<file path="config.mk">
export PLATFORM = sky130hd
export DESIGN_NAME = crc16_frame_deframer_top
export DESIGN_NICKNAME = d
export VERILOG_FILES = /design/src/rtl/crcdf_pkg.sv /design/src/rtl/crc16_frame_deframer_top.sv /design/src/rtl/crcdf_ram.sv
export SDC_FILE = /design/constraint.sdc
export NUM_CORES = 1
export LEC_CHECK = 0
export ABC_CLOCK_PERIOD_IN_PS = 6650
export BUFFER_PORTS_ARGS = -buffer_cell sky130_fd_sc_hd__buf_4
export CORE_ASPECT_RATIO = 0.6
export CORE_UTILIZATION = 60
export CTS_BUF_LIST = sky130_fd_sc_hd__clkbuf_8
export DETAILED_ROUTE_END_ITERATION = 16
export GPL_ROUTABILITY_DRIVEN = 0
export HOLD_SLACK_MARGIN = 0.15
export PLACE_DENSITY = 0.78
export SYNTH_ARGS = -nofsm -noshare
export SYNTH_HDL_FRONTEND = slang
export SYNTH_SLANG_ARGS = --single-unit
</file>
<file path="constraint.sdc">
create_clock -name clk_i -period 6.65 [get_ports clk_i]
set_clock_uncertainty 0.05 [all_clocks]
set_input_delay 1.33 -clock clk_i [delete_from_list [all_inputs] [get_ports clk_i]]
set_output_delay 1.33 -clock clk_i [all_outputs]
set_load 0.005 [all_outputs]
</file>
<file path="src/rtl/crcdf_pkg.sv">
`default_nettype none
package crcdf_pkg;

  localparam int MAX_FRAME_BYTES   = 64;
  localparam int MAX_PAYLOAD_BYTES = 32;
  localparam int TELEMETRY_BYTES   = 24;
  localparam int HDR_BYTES         = 6;
  localparam int CRC_TAIL_BYTES    = 2;

  localparam logic [15:0] CRC_INIT = 16'hFFFF;
  localparam logic [15:0] CRC_POLY = 16'hA001;

  localparam int FILL_W = $clog2(MAX_FRAME_BYTES + 1);
  localparam int ADDR_W = $clog2(MAX_FRAME_BYTES);
  localparam int IDX_W  = 5;
  localparam int LEN_W  = 9;
  localparam int PC_W   = 4;
  localparam int CNT_W  = 32;

  typedef enum logic [1:0] {
    EV_CRC_ERR   = 2'd0,
    EV_PROTO_ERR = 2'd1,
    EV_PAYLOAD   = 2'd2
  } event_e;

  typedef enum logic [1:0] {
    CFG_MARK_FIRST  = 2'd0,
    CFG_MARK_SECOND = 2'd1,
    CFG_VERSION     = 2'd2,
    CFG_TYPE_CODE   = 2'd3
  } cfg_idx_e;

  typedef enum logic [2:0] {
    ACT_NOP,
    ACT_ACCEPT,
    ACT_HUNT,
    ACT_STORE,
    ACT_CLEAR,
    ACT_START_RUN,
    ACT_EMIT_PAY,
    ACT_EMIT_ERR
  } action_e;

  typedef enum logic [3:0] {
    C_NEVER,
    C_ALWAYS,
    C_NO_INPUT,
    C_FILL_LT2,
    C_FILL_FULL,
    C_LEN_BAD,
    C_NOT_DONE,
    C_CRC_BAD,
    C_PROTO_BAD,
    C_NOT_TELEM,
    C_NOT_LAST
  } cond_e;

  typedef struct packed {
    action_e         act;
    cond_e           cond;
    logic [PC_W-1:0] target;
    logic            wait_out;
  } ucode_t;

  // Byte-wise CRC-16/Modbus update, LSB first.
  function automatic logic [15:0] crc_feed(input logic [15:0] crc, input logic [7:0] b);
    logic [15:0] c;
    c = crc ^ {8'h00, b};
    for (int k = 0; k < 8; k++) begin
      if (c[0]) c = (c >> 1) ^ CRC_POLY;
      else      c = c >> 1;
    end
    return c;
  endfunction

  // Sequencer program. Taken jump goes to target, otherwise falls through.
  function automatic ucode_t ucode_rom(input logic [PC_W-1:0] pc);
    ucode_t w;
    w = '{act: ACT_NOP, cond: C_ALWAYS, target: PC_W'(0), wait_out: 1'b0};
    case (pc)
      4'd0:  w = '{ACT_ACCEPT,    C_NO_INPUT,  PC_W'(0),  1'b0};
      4'd1:  w = '{ACT_NOP,       C_FILL_LT2,  PC_W'(14), 1'b0};
      4'd2:  w = '{ACT_NOP,       C_FILL_FULL, PC_W'(15), 1'b0};
      4'd3:  w = '{ACT_STORE,     C_NEVER,     PC_W'(0),  1'b0};
      4'd4:  w = '{ACT_NOP,       C_LEN_BAD,   PC_W'(15), 1'b0};
      4'd5:  w = '{ACT_NOP,       C_NOT_DONE,  PC_W'(0),  1'b0};
      4'd6:  w = '{ACT_CLEAR,     C_CRC_BAD,   PC_W'(12), 1'b0};
      4'd7:  w = '{ACT_NOP,       C_PROTO_BAD, PC_W'(13), 1'b0};
      4'd8:  w = '{ACT_NOP,       C_NOT_TELEM, PC_W'(0),  1'b0};
      4'd9:  w = '{ACT_START_RUN, C_NEVER,     PC_W'(0),  1'b0};
      4'd10: w = '{ACT_EMIT_PAY,  C_NOT_LAST,  PC_W'(10), 1'b1};
      4'd11: w = '{ACT_NOP,       C_ALWAYS,    PC_W'(0),  1'b0};
      4'd12: w = '{ACT_EMIT_ERR,  C_ALWAYS,    PC_W'(0),  1'b1};
      4'd13: w = '{ACT_EMIT_ERR,  C_ALWAYS,    PC_W'(0),  1'b1};
      4'd14: w = '{ACT_HUNT,      C_ALWAYS,    PC_W'(0),  1'b0};
      4'd15: w = '{ACT_CLEAR,     C_ALWAYS,    PC_W'(0),  1'b0};
      default: w = '{ACT_NOP,     C_ALWAYS,    PC_W'(0),  1'b0};
    endcase
    return w;
  endfunction

endpackage
`default_nettype wire

</file>
<file path="src/rtl/crc16_frame_deframer_top.sv">
// Start-mark / length / CRC-16 frame deframer.
// Input channel (in_valid_i / in_ready_o / rx_byte_i) takes one received
// byte per transfer. Output channel (out_valid_o / out_ready_i) carries one
// result per transfer from an output register: an event code, a payload
// byte with its index, a last-of-run flag and the three frame counters.
// cfg_we_i writes one 8-bit register selected by cfg_index_i; the user must
// write it in idle only, as the block itself does not enforce this. A small
// microcode program steps a plain datapath; one step per cycle, except that a
// step that emits holds while the output register is full and not taken.
// Each received byte is worked through before the next one is taken. A good
// telemetry frame gives TELEMETRY_BYTES payload results at one per cycle while
// the receiver takes them, read from the frame buffer RAM one address per cycle.
// A stalled receiver holds the output register; input is still taken
// while the sequencer is back at its wait step, and a sequencer step
// that emits waits until the output register frees up.
// Reset clears the fill count, counters and output valid, sets the CRC to
// 0xFFFF and loads the default marks, version and type. No clearing pass.
`default_nettype none
module crc16_frame_deframer_top (
  input  wire logic                      clk_i,
  input  wire logic                      rst_ni,
  input  wire logic                      cfg_we_i,
  input  wire logic [1:0]                cfg_index_i,
  input  wire logic [7:0]                cfg_wdata_i,
  input  wire logic                      in_valid_i,
  output logic                           in_ready_o,
  input  wire logic [7:0]                rx_byte_i,
  output logic                           out_valid_o,
  input  wire logic                      out_ready_i,
  output logic [1:0]                     event_res_o,
  output logic [7:0]                     payload_data_o,
  output logic [crcdf_pkg::IDX_W-1:0]    payload_index_o,
  output logic                           last_of_run_o,
  output logic [crcdf_pkg::CNT_W-1:0]    crc_error_total_o,
  output logic [crcdf_pkg::CNT_W-1:0]    protocol_error_total_o,
  output logic [crcdf_pkg::CNT_W-1:0]    good_frame_total_o
);
  import crcdf_pkg::*;

  // control state
  logic [PC_W-1:0]   pc_q, pc_d;
  logic [FILL_W-1:0] fill_q, fill_d;
  logic [15:0]       crc_q, crc_d;
  logic [CNT_W-1:0]  crc_cnt_q, crc_cnt_d;
  logic [CNT_W-1:0]  proto_cnt_q, proto_cnt_d;
  logic [CNT_W-1:0]  good_cnt_q, good_cnt_d;
  logic [7:0]        mark1_q, mark2_q, ver_cfg_q, type_cfg_q;
  logic              out_valid_q, out_valid_d;

  // datapath
  logic [7:0]        byte_q, byte_d;
  logic [7:0]        prev_q, prev_d;
  logic [7:0]        ver_q, ver_d;
  logic [7:0]        type_q, type_d;
  logic [7:0]        plen_q, plen_d;
  logic [IDX_W-1:0]  idx_q, idx_d;

  event_e            ev_q, ev_d;
  logic [7:0]        od_q, od_d;
  logic [IDX_W-1:0]  oidx_q, oidx_d;
  logic              olast_q, olast_d;
  logic [CNT_W-1:0]  oc0_q, oc0_d, oc1_q, oc1_d, oc2_q, oc2_d;

  ucode_t            uw;
  logic              fire;
  logic              cond_true;
  logic              accept;
  logic              ram_we;
  logic [ADDR_W-1:0] ram_raddr;
  logic [7:0]        ram_rdata;
  logic [LEN_W-1:0]  fill_ext, crc_end, frame_end;

  assign uw        = ucode_rom(pc_q);
  assign fire      = !uw.wait_out || !out_valid_q || out_ready_i;
  assign in_ready_o = (uw.act == ACT_ACCEPT);
  assign accept    = in_valid_i && in_ready_o;
  assign fill_ext  = LEN_W'(fill_q);
  assign crc_end   = LEN_W'(HDR_BYTES) + LEN_W'(plen_q);
  assign frame_end = crc_end + LEN_W'(CRC_TAIL_BYTES);

  // condition select
  always_comb begin
    case (uw.cond)
      C_NEVER:     cond_true = 1'b0;
      C_ALWAYS:    cond_true = 1'b1;
      C_NO_INPUT:  cond_true = !accept;
      C_FILL_LT2:  cond_true = (fill_q < FILL_W'(2));
      C_FILL_FULL: cond_true = (fill_q >= FILL_W'(MAX_FRAME_BYTES));
      C_LEN_BAD:   cond_true = (fill_q >= FILL_W'(HDR_BYTES)) &&
                               (LEN_W'(plen_q) > LEN_W'(MAX_PAYLOAD_BYTES));
      C_NOT_DONE:  cond_true = (fill_q < FILL_W'(HDR_BYTES)) || (fill_ext < frame_end);
      C_CRC_BAD:   cond_true = ({byte_q, prev_q} != crc_q);
      C_PROTO_BAD: cond_true = (ver_q != ver_cfg_q) || (type_q != type_cfg_q);
      C_NOT_TELEM: cond_true = (LEN_W'(plen_q) != LEN_W'(TELEMETRY_BYTES));
      C_NOT_LAST:  cond_true = (idx_q != IDX_W'(TELEMETRY_BYTES - 1));
      default:     cond_true = 1'b0;
    endcase
  end

  // next step
  always_comb begin
    if (uw.wait_out && !fire) begin
      pc_d = pc_q;
    end else if (cond_true) begin
      pc_d = uw.target;
    end else begin
      pc_d = pc_q + PC_W'(1);
    end
  end

  // step actions
  always_comb begin
    fill_d      = fill_q;
    crc_d       = crc_q;
    crc_cnt_d   = crc_cnt_q;
    proto_cnt_d = proto_cnt_q;
    good_cnt_d  = good_cnt_q;
    byte_d      = byte_q;
    prev_d      = prev_q;
    ver_d       = ver_q;
    type_d      = type_q;
    plen_d      = plen_q;
    idx_d       = idx_q;
    ram_we      = 1'b0;
    out_valid_d = out_valid_q && !out_ready_i;
    ev_d        = ev_q;
    od_d        = od_q;
    oidx_d      = oidx_q;
    olast_d     = olast_q;
    oc0_d       = oc0_q;
    oc1_d       = oc1_q;
    oc2_d       = oc2_q;

    case (uw.act)
      ACT_ACCEPT: begin
        if (accept) begin
          prev_d = byte_q;
          byte_d = rx_byte_i;
        end
      end
      ACT_HUNT: begin
        if (fill_q == FILL_W'(0)) begin
          if (byte_q == mark1_q) fill_d = FILL_W'(1);
        end else if (byte_q == mark2_q) begin
          fill_d = FILL_W'(2);
          crc_d  = CRC_INIT;
        end else begin
          fill_d = (byte_q == mark1_q) ? FILL_W'(1) : FILL_W'(0);
        end
      end
      ACT_STORE: begin
        ram_we = 1'b1;
        if (fill_q == FILL_W'(2)) ver_d  = byte_q;
        if (fill_q == FILL_W'(3)) type_d = byte_q;
        if (fill_q == FILL_W'(5)) plen_d = byte_q;
        // length byte itself is fed while fill is below the header size
        if ((fill_q < FILL_W'(HDR_BYTES)) || (fill_ext < crc_end)) begin
          crc_d = crc_feed(crc_q, byte_q);
        end
        fill_d = fill_q + FILL_W'(1);
      end
      ACT_CLEAR: begin
        fill_d = FILL_W'(0);
      end
      ACT_START_RUN: begin
        good_cnt_d = good_cnt_q + CNT_W'(1);
        idx_d      = IDX_W'(0);
      end
      ACT_EMIT_PAY: begin
        if (fire) begin
          out_valid_d = 1'b1;
          ev_d    = EV_PAYLOAD;
          od_d    = ram_rdata;
          oidx_d  = idx_q;
          olast_d = (idx_q == IDX_W'(TELEMETRY_BYTES - 1));
          oc0_d   = crc_cnt_q;
          oc1_d   = proto_cnt_q;
          oc2_d   = good_cnt_q;
          idx_d   = idx_q + IDX_W'(1);
        end
      end
      ACT_EMIT_ERR: begin
        if (fire) begin
          out_valid_d = 1'b1;
          od_d    = 8'h00;
          oidx_d  = IDX_W'(0);
          olast_d = 1'b1;
          oc2_d   = good_cnt_q;
          // CRC error step sits just below the protocol error step
          if (pc_q == PC_W'(12)) begin
            ev_d      = EV_CRC_ERR;
            crc_cnt_d = crc_cnt_q + CNT_W'(1);
            oc0_d     = crc_cnt_q + CNT_W'(1);
            oc1_d     = proto_cnt_q;
          end else begin
            ev_d        = EV_PROTO_ERR;
            proto_cnt_d = proto_cnt_q + CNT_W'(1);
            oc0_d       = crc_cnt_q;
            oc1_d       = proto_cnt_q + CNT_W'(1);
          end
        end
      end
      default: begin
      end
    endcase
  end

  // read address follows the next index so data lines up with idx_q
  assign ram_raddr = ADDR_W'(HDR_BYTES) + ADDR_W'(idx_d);

  crcdf_ram #(
    .WIDTH(8),
    .DEPTH(MAX_FRAME_BYTES)
  ) u_store (
    .clk_i   (clk_i),
    .we_i    (ram_we),
    .waddr_i (fill_q[ADDR_W-1:0]),
    .wdata_i (byte_q),
    .raddr_i (ram_raddr),
    .rdata_o (ram_rdata)
  );

  always_ff @(posedge clk_i or negedge rst_ni) begin
    if (!rst_ni) begin
      pc_q        <= PC_W'(0);
      fill_q      <= FILL_W'(0);
      crc_q       <= CRC_INIT;
      crc_cnt_q   <= CNT_W'(0);
      proto_cnt_q <= CNT_W'(0);
      good_cnt_q  <= CNT_W'(0);
      out_valid_q <= 1'b0;
    end else begin
      pc_q        <= pc_d;
      fill_q      <= fill_d;
      crc_q       <= crc_d;
      crc_cnt_q   <= crc_cnt_d;
      proto_cnt_q <= proto_cnt_d;
      good_cnt_q  <= good_cnt_d;
      out_valid_q <= out_valid_d;
    end
  end

  always_ff @(posedge clk_i or negedge rst_ni) begin
    if (!rst_ni) begin
      mark1_q    <= 8'hA5;
      mark2_q    <= 8'h5A;
      ver_cfg_q  <= 8'h01;
      type_cfg_q <= 8'h02;
    end else if (cfg_we_i) begin
      case (cfg_idx_e'(cfg_index_i))
        CFG_MARK_FIRST:  mark1_q    <= cfg_wdata_i;
        CFG_MARK_SECOND: mark2_q    <= cfg_wdata_i;
        CFG_VERSION:     ver_cfg_q  <= cfg_wdata_i;
        CFG_TYPE_CODE:   type_cfg_q <= cfg_wdata_i;
        default: begin
        end
      endcase
    end
  end

  always_ff @(posedge clk_i) begin
    byte_q  <= byte_d;
    prev_q  <= prev_d;
    ver_q   <= ver_d;
    type_q  <= type_d;
    plen_q  <= plen_d;
    idx_q   <= idx_d;
    ev_q    <= ev_d;
    od_q    <= od_d;
    oidx_q  <= oidx_d;
    olast_q <= olast_d;
    oc0_q   <= oc0_d;
    oc1_q   <= oc1_d;
    oc2_q   <= oc2_d;
  end

  assign out_valid_o            = out_valid_q;
  assign event_res_o            = ev_q;
  assign payload_data_o         = od_q;
  assign payload_index_o        = oidx_q;
  assign last_of_run_o          = olast_q;
  assign crc_error_total_o      = oc0_q;
  assign protocol_error_total_o = oc1_q;
  assign good_frame_total_o     = oc2_q;

endmodule
`default_nettype wire

</file>
<file path="src/rtl/crcdf_ram.sv">
`default_nettype none
module crcdf_ram #(
  parameter int WIDTH = 8,
  parameter int DEPTH = 64
) (
  input  wire logic                     clk_i,
  input  wire logic                     we_i,
  input  wire logic [$clog2(DEPTH)-1:0] waddr_i,
  input  wire logic [WIDTH-1:0]         wdata_i,
  input  wire logic [$clog2(DEPTH)-1:0] raddr_i,
  output logic      [WIDTH-1:0]         rdata_o
);

  logic [WIDTH-1:0] mem_q [DEPTH];

  always_ff @(posedge clk_i) begin
    if (we_i) mem_q[waddr_i] <= wdata_i;
    rdata_o <= mem_q[raddr_i];
  end

endmodule
`default_nettype wire
</file>
==> impl_metrics.csv <==
group,metric,value,unit
finish,fin_util,68.11,%
clocking,cts_setup_buffers,0,
yosys,synth_fa_ha_area_share,1.286,%
finish,multi_input_area,9353,um^2
yosys,yosys_warnings,0,
power,switching_share,36.40,%
floorplanning,num_rows,63,
floorplanning,die-height,175.7,um
clocking,clock_latency,0.69,ns
setup_path,cpPeakStageDelay,0.78,ns
run_status,status,"finished clean",
yosys,ys_seq_area_share,67.26,%
setup_path,worstPathRequired,7.22,ns
grt,overflow,0,
placed_design,placement.io_buffers,136,
floorplanning,fp.dieW,291.5,um
power,powerDensity,414.6,nW/um^2
power,pwr-share-seq,40.7,%
yosys,synth_simple_gate_area_share,10.42,%
setup_path,worstPathArrival,6.01,ns
sta,timing.final.crit_share,81.77,%
finish,layout.nets,2390,
power,p_int,8.891,mW
yosys,synth-async-reset-ratio,22.13,%
power,p_leak,12.65,nW
clocking,cts_root_buf,"clkbuf_8",
clocking,cts_max_level,3,
finish,syn2layout_area_growth,11.76,%
drt,vias,18540,
setup_path,critical_path_buf_inv_count,3,
placed_design,dpl.hpwl,44.55,mm
yosys,postSynthAreaPerCell,13.94,um^2
setup_path,slowest_stage,"a31oi_1",
run,drv_cap,0,
clocking,ctsResizeCount,0,
clocking,clockBufferDepth,3,
drt,firstDrtPassIters,6,
sta,worst_slew_pin_slew,1.075,ns
power,power_switching,5.089,mW
yosys,synth_edf_count,536,
setup_path,critPathCaptureType,"register",
setup_path,crit_type,"register to register",
sta,fmax,0.1839,GHz
grt,grt_pass1_wl,105.5,mm
floorplanning,ios,137,
setup_path,critPathMaxFanout,59,
drt,drtAntennaViolNets,0,
yosys,ys_ff_latch,705,
power,ir_drop,0.3823,mV
grt,grt_start_max_net_pins,119,
grt,grt_pass1_vias,17720,
sta,slew_viol_final,0,
clocking,clk_pin_slew,0.06,ns
clocking,clock-sinks,705,
yosys,synth_cell_types,81,
yosys,syn-cell-area,30170,um^2
yosys,synth_compound_area_share,4.695,%
sta,timing.setup.tns,0,ns
clocking,cts_tree,"done",
power,pwr-share-clk,23.7,%
drt,drt_wl_total,68.81,mm
sta,fin_crit,5.438,ns
grt,grt_antenna_before_repair,3,
yosys,synth_xor_area_share,6.930,%
floorplanning,die_area,51210,um^2
drt,viasPerCell,6.045,
yosys,synthCells,2164,
yosys,syn-num-nets,2218,
floorplanning,initial_core_util,60.94,%
worst_hold_path,hold_path.class,"register to register",
drt,drtIter0Drc,2161,
drt,post_drt_wl_per_cell,22.44,um
finish,final-seq-area,20290,um^2
drt,drc,0,
sta,hold_viol_final,0,
clocking,cts_made_buffers,97,
clocking,hold_buffers,0,
yosys,synth_top_family_by_area,"simple AND/OR/NAND/NOR gates",
setup_path,start_kind,"register",
floorplanning,core,49500,um^2
yosys,synthFlopType,"edfxtp_1",
finish,fillers,3391,
grt,grt_util_all_layers,27.09,%
setup_path,path_cells,"inv_1, ha_1, nor3_1, a31oi_1, nor2_1, a221oi_4, inv_6, o32ai_4, xor2_2, buf_4, mux4_2, a22oi_1, nand2_1, o21ai_1",
finish,fin_area,33720,um^2
sta,setup_viol,0,
setup_path,critical-path-top-delay-family,"compound AO/OA/AOI/OAI gates",
finish,layout-drive-gt1-share,17.22,%
sta,relSlewSlack,28.30,%
yosys,synthMuxAreaShare,7.619,%
power,comb_power_share,35.6,%
placed_design,post_dp_cell_area,31790,um^2
sta,rsz0062_at_grt,"no",
through the flow:
| step | hold slack [ns] | setup slack [ns] | instances | power, mW |
|---|---|---|---|---|
| global placement | 0.3854 | 1.544 | 2887 | 10.47 |
| finish | 0.4020 | 1.212 | 3067 | 13.98 |
| CTS | 0.4086 | 1.346 | 3066 | 13.90 |
| global route | 0.4107 | 0.8988 | 3066 | 14.56 |
| detailed placement | 0.3938 | 1.343 | 2887 | 10.63 |
| floorplan | 0.3749 | 1.848 | 2164 | 9.132 |
power groups by stage:
stage / registers [mW] / logic [mW] / clock network, mW
6_report: 5.69 / 4.98 / 3.31
4_1_cts: 5.69 / 4.87 / 3.34
3_5_place_dp: 5.78 / 4.85 / 0
2_1_floorplan: 5.78 / 3.35 / 0
3_3_place_gp: 5.76 / 4.71 / 0
5_1_grt: 5.73 / 5.31 / 3.52
sequential cells by signal, summed over array words and instances, names as in the netlist, 16 cells and up:
| signal | count |
|---|---|
| u_store.mem_q | 384 |
| crc_cnt_q | 32 |
| crc_error_total_o | 32 |
| good_cnt_q | 32 |
| good_frame_total_o | 32 |
| proto_cnt_q | 32 |
| protocol_error_total_o | 32 |
| crc_q | 16 |
worst paths after layout:
| kind | slack, ns | to | depth (start not counted) | start |
|---|---|---|---|---|
| hold / removal | 0.40 | good_frame_total_o[30]$_DFFE_PP_ | 0 | good_cnt_q[30]$_DFFE_PN0P_ |
| min in group asynchronous | 0.61 | proto_cnt_q[29]$_DFFE_PN0P_ | 1 | rst_ni |
| setup reg to reg | 1.21 | u_store.rdata_o[4]$_DFF_P_ | 14 | pc_q[0]$_DFFE_PN0N_ |
| setup / recovery | 1.21 | u_store.rdata_o[4]$_DFF_P_ | 14 | pc_q[0]$_DFFE_PN0N_ |
| hold reg to reg | 0.40 | good_frame_total_o[30]$_DFFE_PP_ | 0 | good_cnt_q[30]$_DFFE_PN0P_ |
| max in group asynchronous | 4.73 | type_cfg_q[3]$_DFFE_PN0P_ | 2 | rst_ni |
metal layers:
| layer | GRT usage [%] | part of all wire, % | vias to the layer above | wire length [um] |
|---|---|---|---|---|
| met1 | 42.00 | 44 | 9243 | 30460 |
| met2 | 37.74 | 43 | 925 | 29420 |
| met3 | 7.820 | 11 | 106 | 7768 |
| met5 | 0 | 0.058 | - | 40 |
| li1 | - | - | 8261 | - |
| met4 | 6.250 | 1.6 | 4 | 1112 |
cells by family after synthesis:
logic type / Yosys count
XOR/XNOR: 237
AND/OR/NAND/NOR: 697
adder cells (fa/ha/maj): 31
flip-flops: 705
buffers and inverters: 113
AO/OA/AOI/OAI: 192
multiplexers: 189
cell type report:
type	instances	share of cell area, %
tap	650	2.412
inverter	25	0.3043
clock buffer	116	4.735
antenna	1	0.007422
timing repair buffer	161	3.633
clock inverter	63	0.9834
multi-input combinational	1346	27.74
sequential	705	60.18
synth_stat cells, types with 21 or more instances:
cell type,count,area (um^2)
edfxtp_1,536,16100
nand2_1,276,1036
nor2_1,166,623.1
xnor2_1,139,1217
dfrtp_1,130,3253
mux2i_1,119,1191
xor2_1,96,840.8
nand3_1,87,435.4
and3_1,41,256.5
o21ai_0,41,205.2
mux2_2,40,450.4
clkbuf_1,36,135.1
nor3_1,32,160.2
ha_1,31,387.9
a21oi_1,29,145.1
buf_2,28,140.1
mux4_2,27,608.1
nand4_1,27,168.9
dfstp_2,26,683.2
inv_1,21,78.83
placed cells by master (no fill, tap or decap), types with 17 or more instances in the layout:
cell and instances:
edfxtp_1 536, nand2_1 276, nor2_1 164, buf_4 159
xnor2_1 139, dfrtp_1 130, mux2i_1 119, clkbuf_8 116
xor2_1 96, nand3_1 87, inv_1 56, and3_1 41
o21ai_0 41, mux2_2 40, nor3_1 31, ha_1 31
a21oi_1 29, nand4_1 27, mux4_2 27, dfstp_2 26
and2_1 19, a31oi_1 17
Power figures use the tool's default switching activity.
